[config.mk]
export PLATFORM = sky130hd
export DESIGN_NAME = bba_ctrl
export DESIGN_NICKNAME = d
export VERILOG_FILES = /design/src/rtl/bba_pkg.sv /design/src/rtl/bba_ctrl.sv
export SDC_FILE = /design/constraint.sdc
export NUM_CORES = 1
export LEC_CHECK = 0
export BUFFER_PORTS_ARGS = -buffer_cell sky130_fd_sc_hd__buf_2
export CAP_MARGIN = 0
export CORE_MARGIN = 2
export CORE_UTILIZATION = 38
export DETAILED_ROUTE_END_ITERATION = 7
export PLACE_DENSITY_LB_ADDON = 0.15
export SETUP_SLACK_MARGIN = 0.02
export SYNTH_ARGS = -nofsm -noshare
export SYNTH_HDL_FRONTEND = slang
export SYNTH_SLANG_ARGS = --single-unit
[constraint.sdc]
create_clock -name clk_i -period 6.2 [get_ports clk_i]
set_input_delay 0.93 -clock clk_i [delete_from_list [all_inputs] [get_ports clk_i]]
set_output_delay 0.93 -clock clk_i [all_outputs]
set_load 0.01 [all_outputs]
[src/rtl/bba_pkg.sv]
// ----------------------------------------------------------------------------
// bba_pkg
// Shared types, constants and search functions of the block bitmap allocator.
// ----------------------------------------------------------------------------
package bba_pkg;

  localparam int MAP_BYTES = 1024;
  localparam int IDX_W     = 13;
  localparam int OP_W      = 2;

  // The summary memory holds one nonzero flag per map byte, 32 to a word.
  localparam int SUM_W    = 32;
  localparam int POS_W    = $clog2(SUM_W);
  localparam int NGROUPS  = (MAP_BYTES + SUM_W - 1) / SUM_W;
  localparam int GRP_AW   = (NGROUPS > 1) ? $clog2(NGROUPS) : 1;
  localparam int BYTE_AW  = GRP_AW + POS_W;
  localparam int CLR_W    = $clog2(MAP_BYTES + 1);

  localparam logic [OP_W-1:0] OP_ALLOC   = 2'd0;
  localparam logic [OP_W-1:0] OP_RESERVE = 2'd1;
  localparam logic [OP_W-1:0] OP_FREE    = 2'd2;

  typedef struct packed {
    logic [OP_W-1:0]  opcode;
    logic [IDX_W-1:0] block_index;
  } bba_req_t;

  typedef struct packed {
    logic [IDX_W-1:0] result_index;
    logic             status;
  } bba_res_t;

  typedef enum logic [1:0] {
    ST_INIT,
    ST_IDLE,
    ST_SUM_WAIT,
    ST_MAP_WAIT
  } bba_state_e;

  function automatic logic [2:0] first_bit8(input logic [7:0] v);
    logic [2:0] r;
    r = 3'd7;
    for (int i = 7; i >= 0; i--) begin
      if (v[i]) r = 3'(i);
    end
    return r;
  endfunction

  function automatic logic [POS_W-1:0] first_bit_sum(input logic [SUM_W-1:0] v);
    logic [POS_W-1:0] r;
    r = '0;
    for (int i = SUM_W - 1; i >= 0; i--) begin
      if (v[i]) r = POS_W'(i);
    end
    return r;
  endfunction

  function automatic logic [GRP_AW-1:0] first_grp(input logic [NGROUPS-1:0] v);
    logic [GRP_AW-1:0] r;
    r = '0;
    for (int i = NGROUPS - 1; i >= 0; i--) begin
      if (v[i]) r = GRP_AW'(i);
    end
    return r;
  endfunction

  // Summary word after reset: a one for every byte of the group inside the map.
  function automatic logic [SUM_W-1:0] grp_init_word(input logic [CLR_W-1:0] g);
    logic [SUM_W-1:0] w;
    for (int j = 0; j < SUM_W; j++) begin
      w[j] = ((int'(g) * SUM_W + j) < MAP_BYTES);
    end
    return w;
  endfunction

endpackage

[src/rtl/bba_ctrl.sv]
// ----------------------------------------------------------------------------
// bba_ctrl
// Request sequencer: clearing pass, first-fit search and read-modify-write.
// ----------------------------------------------------------------------------
module bba_ctrl import bba_pkg::*; (
  input  logic               clk_i,
  input  logic               rst_ni,
  input  logic               start_i,
  input  bba_req_t           req_i,
  output logic               busy_o,
  output logic               res_valid_o,
  output bba_res_t           res_o,
  output logic               map_re_o,
  output logic [BYTE_AW-1:0] map_raddr_o,
  input  logic [7:0]         map_rdata_i,
  output logic               map_we_o,
  output logic [BYTE_AW-1:0] map_waddr_o,
  output logic [7:0]         map_wdata_o,
  output logic               sum_re_o,
  output logic [GRP_AW-1:0]  sum_raddr_o,
  input  logic [SUM_W-1:0]   sum_rdata_i,
  output logic               sum_we_o,
  output logic [GRP_AW-1:0]  sum_waddr_o,
  output logic [SUM_W-1:0]   sum_wdata_o
);

  bba_state_e state_q, state_d;
  logic [CLR_W-1:0]   clr_q, clr_d;
  logic [NGROUPS-1:0] group_q, group_d;
  logic               res_valid_q, res_valid_d;
  bba_res_t           res_q, res_d;
  logic [OP_W-1:0]    op_q, op_d;
  logic [IDX_W-1:0]   blk_q, blk_d;
  logic [GRP_AW-1:0]  grp_q, grp_d;
  logic [POS_W-1:0]   pos_q, pos_d;

  logic               in_range;
  logic [BYTE_AW-1:0] req_byte;
  logic [2:0]         take_bit;
  logic [7:0]         new_byte;
  logic [SUM_W-1:0]   new_sum;
  logic [POS_W-1:0]   sum_pos;

  assign in_range = (int'(req_i.block_index[IDX_W-1:3]) < MAP_BYTES);
  assign req_byte = BYTE_AW'(req_i.block_index[IDX_W-1:3]);
  assign take_bit = first_bit8(map_rdata_i);
  assign sum_pos  = first_bit_sum(sum_rdata_i);

  // Modified byte and summary word during the write-back cycle.
  always_comb begin
    new_byte = map_rdata_i;
    case (op_q)
      OP_ALLOC:   new_byte[take_bit] = 1'b0;
      OP_RESERVE: new_byte[blk_q[2:0]] = 1'b0;
      OP_FREE:    new_byte[blk_q[2:0]] = 1'b1;
      default:    new_byte = map_rdata_i;
    endcase
    new_sum = sum_rdata_i;
    new_sum[pos_q] = |new_byte;
  end

  always_comb begin
    state_d = state_q;
    unique case (state_q)
      ST_INIT: begin
        if (int'(clr_q) == MAP_BYTES - 1) state_d = ST_IDLE;
      end
      ST_IDLE: begin
        if (start_i) begin
          case (req_i.opcode)
            OP_ALLOC: begin
              if (|group_q) state_d = ST_SUM_WAIT;
            end
            OP_RESERVE, OP_FREE: begin
              if (in_range) state_d = ST_MAP_WAIT;
            end
            default: state_d = ST_IDLE;
          endcase
        end
      end
      ST_SUM_WAIT: state_d = ST_MAP_WAIT;
      ST_MAP_WAIT: state_d = ST_IDLE;
      default:     state_d = ST_IDLE;
    endcase
  end

  always_comb begin
    clr_d       = clr_q;
    group_d     = group_q;
    res_valid_d = 1'b0;
    res_d       = res_q;
    op_d        = op_q;
    blk_d       = blk_q;
    grp_d       = grp_q;
    pos_d       = pos_q;
    map_re_o    = 1'b0;
    map_raddr_o = {grp_q, pos_q};
    map_we_o    = 1'b0;
    map_waddr_o = {grp_q, pos_q};
    map_wdata_o = new_byte;
    sum_re_o    = 1'b0;
    sum_raddr_o = grp_q;
    sum_we_o    = 1'b0;
    sum_waddr_o = grp_q;
    sum_wdata_o = new_sum;
    unique case (state_q)
      ST_INIT: begin
        clr_d       = clr_q + 1'b1;
        map_we_o    = 1'b1;
        map_waddr_o = BYTE_AW'(clr_q);
        map_wdata_o = 8'hFF;
        sum_we_o    = (int'(clr_q) < NGROUPS);
        sum_waddr_o = GRP_AW'(clr_q);
        sum_wdata_o = grp_init_word(clr_q);
      end
      ST_IDLE: begin
        if (start_i) begin
          op_d  = req_i.opcode;
          blk_d = req_i.block_index;
          case (req_i.opcode)
            OP_ALLOC: begin
              if (|group_q) begin
                grp_d       = first_grp(group_q);
                sum_re_o    = 1'b1;
                sum_raddr_o = first_grp(group_q);
              end else begin
                res_valid_d        = 1'b1;
                res_d.result_index = '0;
                res_d.status       = 1'b1;
              end
            end
            OP_RESERVE, OP_FREE: begin
              if (in_range) begin
                grp_d       = req_byte[BYTE_AW-1:POS_W];
                pos_d       = req_byte[POS_W-1:0];
                map_re_o    = 1'b1;
                map_raddr_o = req_byte;
                sum_re_o    = 1'b1;
                sum_raddr_o = req_byte[BYTE_AW-1:POS_W];
              end else begin
                res_valid_d        = 1'b1;
                res_d.result_index = req_i.block_index;
                res_d.status       = 1'b0;
              end
            end
            default: begin
              res_valid_d        = 1'b1;
              res_d.result_index = req_i.block_index;
              res_d.status       = 1'b0;
            end
          endcase
        end
      end
      ST_SUM_WAIT: begin
        // The summary read data stays put until the write-back cycle.
        pos_d       = sum_pos;
        map_re_o    = 1'b1;
        map_raddr_o = {grp_q, sum_pos};
      end
      ST_MAP_WAIT: begin
        map_we_o         = 1'b1;
        sum_we_o         = 1'b1;
        group_d[grp_q]   = |new_sum;
        res_valid_d      = 1'b1;
        res_d.status     = 1'b0;
        if (op_q == OP_ALLOC) begin
          res_d.result_index = IDX_W'({grp_q, pos_q, take_bit});
        end else begin
          res_d.result_index = blk_q;
        end
      end
      default: begin
        res_valid_d = 1'b0;
      end
    endcase
  end

  always_ff @(posedge clk_i or negedge rst_ni) begin
    if (!rst_ni) begin
      state_q     <= ST_INIT;
      clr_q       <= '0;
      group_q     <= '1;
      res_valid_q <= 1'b0;
    end else begin
      state_q     <= state_d;
      clr_q       <= clr_d;
      group_q     <= group_d;
      res_valid_q <= res_valid_d;
    end
  end

  always_ff @(posedge clk_i) begin
    res_q <= res_d;
    op_q  <= op_d;
    blk_q <= blk_d;
    grp_q <= grp_d;
    pos_q <= pos_d;
  end

  assign busy_o      = (state_q != ST_IDLE);
  assign res_valid_o = res_valid_q;
  assign res_o       = res_q;

endmodule

==> results of run 1 <==
-- synth_stat cells, types with 9 or more instances --
library cell	instances
nand2_1	112
nor2_1	97
o21ai_0	92
a21oi_1	54
clkbuf_1	40
inv_1	36
edfxtp_1	34
dfstp_2	32
mux2_2	30
nand3_1	22
nor3_1	18
nor4_1	17
mux2i_1	15
dfrtp_1	14
a31oi_1	12
o31ai_1	10
nand3b_1	9
nor2b_1	9
-- cell families (layout without fill, tap and decap cells) --
group	after synthesis	count (layout)	synth area share (%)
simple gates	336	336	25.3
xor+xnor	10	10	1.36
fa+ha+maj	7	7	1.36
compound gates	240	240	23.4
flops	85	85	36.0
buf+inv	81	202	5.00
mux	45	45	7.59
-- cell usage in the layout (no fill, tap or decap), types with 5 or more instances in the layout --
cell	count
nor4_1	17
ha_1	6
nand2_1	112
nor2_1	97
edfxtp_1	34
nor3_1	18
xnor2_1	7
dfxtp_1	5
mux2i_1	15
buf_2	147
a211oi_1	6
clkbuf_16	9
dfrtp_1	14
inv_1	36
a22o_1	5
dfstp_2	32
o31a_1	7
o211ai_1	5
nor2b_1	9
a31oi_1	12
nor3b_1	6
nand4_1	8
a21oi_1	54
o31ai_1	10
nand3b_1	9
o21ai_0	92
mux2_2	30
nand3_1	22
-- registers in the layout, summed over array words and instances (netlist names) --
name and flops:
blk_q 13, clr_q 11, group_q 32, grp_q 5
op_q 2, pos_q 5, res_o 14, res_valid_o 1
state_q 2
-- critical path, cell delays in order --
cell	delay, ps
buf_2	140
or4_4	520
a221o_1	330
a32o_1	290
nor4_4	320
and2_1	180
buf_4	300
nor2_1	80
a21oi_1	160
o21ai_0	90
buf_2	190
-- final cells by class --
| class | instances | share of cell area (%) |
|---|---|---|
| Clock inverter | 7 | 1.20 |
| Inverter | 36 | 1.78 |
| Timing Repair Buffer | 150 | 9.99 |
| Clock buffer | 9 | 2.97 |
| Tap cell | 220 | 3.63 |
| Sequential cell | 85 | 30.5 |
| Multi-Input combinational cell | 638 | 50.0 |
-- metrics by stage --
step | cell area (sq um) | instances | setup WS (ps)
4_1_cts | 7590 | 1145 | 1730
2_1_floorplan | 6420 | 804 | 2020
3_5_place_dp | 7270 | 1129 | 1390
6_report | 7590 | 1145 | 1730
5_1_grt | 7590 | 1145 | 1490
3_3_place_gp | 7270 | 1129 | 1390
-- where the power goes --
group	internal (mW)	total, mW	switching (mW)
Clock	0.322	0.569	0.247
Combinational	0.531	1.42	0.886
Sequential	0.785	0.993	0.208
-- path summary, 6_finish.rpt --
| path | from | endpoint | slack, ps |
|---|---|---|---|
| max | map_rdata_i[0] | sum_wdata_o[4] | 1730 |
| min | clr_q[10] | clr_q[10] | 500 |
| max reg2reg | op_q[1] | group_q[25] | 1780 |
| min reg2reg | clr_q[10] | clr_q[10] | 500 |
| max in group asynchronous | rst_ni | clr_q[9] | 5120 |
| min in group asynchronous | rst_ni | res_valid_o | 670 |
-- metal layers --
layer  global-route usage [%]  share of wire [%]
met3                     3.33                5.2
met2                     37.0                 47
met5                        0                  0
met4                     8.65                2.8
met1                     31.1                 45
==> results.cfg, run 1 <==
[status]
status = finished, final reports clean

[global_routing]
first_global_vias = 6180
antenna_found_initial = 0
grt_pass1_wl_um = 32800
grt_max_degree = 56
overflow = 0
grt_use_total_pct = 22.9

[worst_setup_path]
startpoint_type = input port
worstPathMaxFanout = 30
worstSetupPathType = input port to primary output
end_kind = primary output
cp.arrival_ps = 3540
crit_required_ps = 5270
ff2ff_path_depth = 10

[route]
drtIter0Drc = 544
drt-pass1-iter-count = 5
wl_per_cell_um = 18.0
routed_wirelength_um = 20600
drt-vias-per-instance = 5.71
vias = 6538
drcViolationCount = 0
antenna_violating_nets_post_route = 0

[clock_tree]
postCtsSetupBuffers = 0
cts_tree = done
path_clk_slew_ps = 60
cts_sinks = 85
ctsResizeCount = 0
cts_hold_buf = 0
insertion_delay_ps = 350
cts_max_level = 3
clk_path_buf_depth = 2
clk_root_buffer_cell = clkbuf_16
numCtsBuffers = 9

[finish]
utilization_pct = 45.8
multi_input_area_sq_mm = 0.00379
diodes = 0
seq_area_sq_mm = 0.00231
layout-drive-gt1-share_pct = 26.5
syn_to_final_growth_pct = 18.1
fillers = 1714
nets = 985

[logic_synthesis]
ys_types = 77
synthArstFlopShare_pct = 54.1
synth_area_leaders = edfxtp_1 16%, dfstp_2 13%, o21ai_0 7.2%, nand2_1 6.5%, nor2_1 5.7%
yosys_warnings = 0
synth_edf_count = 34
synth_top_area_cell = edfxtp_1
yosysTopAreaCellShare_pct = 15.9
ys_ff_latch = 85
synthesis.nets = 869
yosysSeqAreaShare_pct = 36.0
synthesis.area_sq_mm = 0.00642
synthCells = 804
synthFlopType = edfxtp_1
syn_area_per_cell_sq_um = 7.99

[die]
die_h_um = 134
die_area_sq_mm = 0.0180
start_util_pct = 38.7
rows = 47
core_sq_mm = 0.0166
io_pins = 148
die_w_um = 134

[min_path]
hold_path.class = flop to flop
hold_depth = 1

[placed_design]
dp_hpwl_um = 15200
port_buffers = 147
gp_congestion = 0.916

[sta]
drv_slew = 0
hold_viol_final = 0
worstMarginPinSlew_ps = 1220
min_period_ps = 4470
finalSetupTns_ps = 0
setup_viol = 0
rsz0062_at_grt = no
max_freq_mhz = 224
clock_skew_ps = 11.0
relSlewSlack_pct = 17.7
holdWs_ps = 505
finalCritPeriodShare_pct = 72.1

[job]
drv_cap = 0

[power_and_ir_drop]
powerDensity_mw_per_mm2 = 392
power_mw = 2.98
power.leakage_nw = 3.11
vdd_drop_max_v = 0.000194
(Power assumes the default switching activity.)
==> inputs of run 2 (changes only) <==
==> constraint.sdc (replaced) <==
create_clock -name clk_i -period 3.6 [get_ports clk_i]
set_input_delay 0.54 -clock clk_i [delete_from_list [all_inputs] [get_ports clk_i]]
set_output_delay 0.54 -clock clk_i [all_outputs]
set_load 0.01 [all_outputs]
==> results.cfg, run 2 (same netlist as run 1, synthesis figures left out) <==
[power_and_ir_drop]
seq_power_share_pct = 32.6
clkPwrFrac_pct = 18.4
vdd_drop_max_v = 0.000402
p_int_mw = 2.87
powerDensity_mw_per_mm2 = 658
power.leakage_nw = 3.28
combPwrFrac_pct = 49.0
p_switching_mw = 2.32
switching_share_pct = 44.7

[route]
vias = 6612
drt-pass1-iter-count = 5
drt-vias-per-instance = 5.65
drcViolationCount = 0
drtIter0Drc = 392
antenna_violating_nets_post_route = 0
wl_per_cell_um = 18.1
routed_wirelength_um = 21200

[global_routing]
met3_usage_pct = 3.14
first_global_vias = 6072
grt_use_total_pct = 23.1
grt_max_degree = 56
grt_pass1_wl_um = 32900
use_met2_pct = 39.2
grt.busiest_layer = met2
antenna_found_initial = 1
overflow = 0
grtUsageMet1_pct = 31.2

[sta]
worstMarginPinSlew_ps = 856
hold_viol_final = 0
clock_skew_ps = 10.0
max_freq_mhz = 290
drv_slew = 0
finalCritPeriodShare_pct = 95.9
relSlewSlack_pct = 42.5
finalSetupTns_ps = 0
setup_viol = 0
holdWs_ps = 255
min_period_ps = 3450

[finish]
fin_area_sq_mm = 0.00787
layout_commonest_cell = buf_2
utilization_pct = 47.5
final_cell_mix = 147 x buf_2, 112 x nand2_1, 97 x nor2_1
nets = 1010
syn_to_final_growth_pct = 22.5
largest_register_ffs = 32
regMostFlops = group_q
layout-drive-gt1-share_pct = 28.9

[clock_tree]
cts_hold_buf = 0
path_clk_slew_ps = 70
cts_sinks = 85
cts_max_level = 3
cts_tree = done
clk_path_buf_depth = 2
insertion_delay_ps = 340
clk_root_buffer_cell = clkbuf_16
numCtsBuffers = 9

[die]
core_sq_mm = 0.0166
die_w_um = 134
io_pins = 148
die_area_sq_mm = 0.0180
die_h_um = 134
rows = 47
start_util_pct = 38.7

[worst_setup_path]
worstPathMaxFanout = 9
end_kind = primary output
worstSetupPathType = flop to primary output
startpoint_type = flop
crit_required_ps = 3060
cp.arrival_ps = 2910

[placed_design]
dp_hpwl_um = 15800
port_buffers = 147
placed_area_sq_mm = 0.00742
gp_congestion = 0.908

[job]
drv_cap = 0

[min_path]
hold_path.class = input port to async pin

[status]
status = finished, final reports clean
run 2: cell types whose count changed in the layout (fill, tap and decap cells not counted), moves of 2 or more:
cell     change
o41ai_1      -2
nor4_1       -2
buf_12       +2
o21ai_0      -2
nor4_2       +2
buf_4       +21
o21ai_1      +2
run 2: final cells by class:
class,instances,area [sq um]
timing repair buffer,175,992
multi-input combinational,638,3850
antenna,1,2.50
tap,220,275
clock inverter,6,71.3
sequential,85,2310
clock buffer,10,229
inverter,36,135
fill,1732,8710
run 2: worst paths after layout:
| path | startpoint | end | slack (ps) | cells past startpoint |
|---|---|---|---|---|
| min in group clk_i | req_i[2] | blk_q[2] | 400 | 1 |
| min reg2reg | clr_q[10] | clr_q[10] | 490 | 1 |
| max reg2reg | op_q[1] | group_q[23] | 340 | 10 |
| max in group asynchronous | rst_ni | group_q[26] | 2580 | 2 |
| max | op_q[1] | sum_wdata_o[23] | 150 | 10 |
| min | rst_ni | res_valid_o | 260 | 1 |
run 2: layer usage:
layer	vias to the layer above	wire length, um
met3	19	1020
met4	0	301
met2	197	10400
met1	3155	9480
li1	3241	-
met5	-	0
run 2: repair_timing:
item	in CTS	in global routing
buffers inserted	0	6
pin swaps	0	6
gates resized for setup	7	10
cloned	0	1
endpoints found under the setup margin	27	34
run 2: power groups by stage:
stage	sequential, mW	clock, mW	combinational, mW
after floorplan	1.52	0	1.62
after global placement	1.70	0	2.50
after detailed placement	1.70	0	2.51
after CTS	1.69	0.965	2.52
after global routing	1.73	1.01	2.79
final	1.69	0.953	2.54
run 2: worst max-delay path, stage by stage (launching register included):
cell      delay (ps)
edfxtp_1         410
or4_4            590
nor4b_4          260
o22ai_1          140
a211oi_2         330
and2_4           280
buf_6            150
nor2_1            50
a21oi_1          110
o21ai_1           80
buf_2            160
run 2: stage by stage:
| stage | power (mW) | std cells | setup WS, ps |
|---|---|---|---|
| floorplan | 3.14 | 804 | 198 |
| global placement | 4.20 | 1147 | 71.7 |
| detailed placement | 4.21 | 1147 | 34.0 |
| CTS | 5.17 | 1163 | 22.4 |
| global route | 5.53 | 1171 | -24.9 |
| finish | 5.18 | 1171 | 149 |
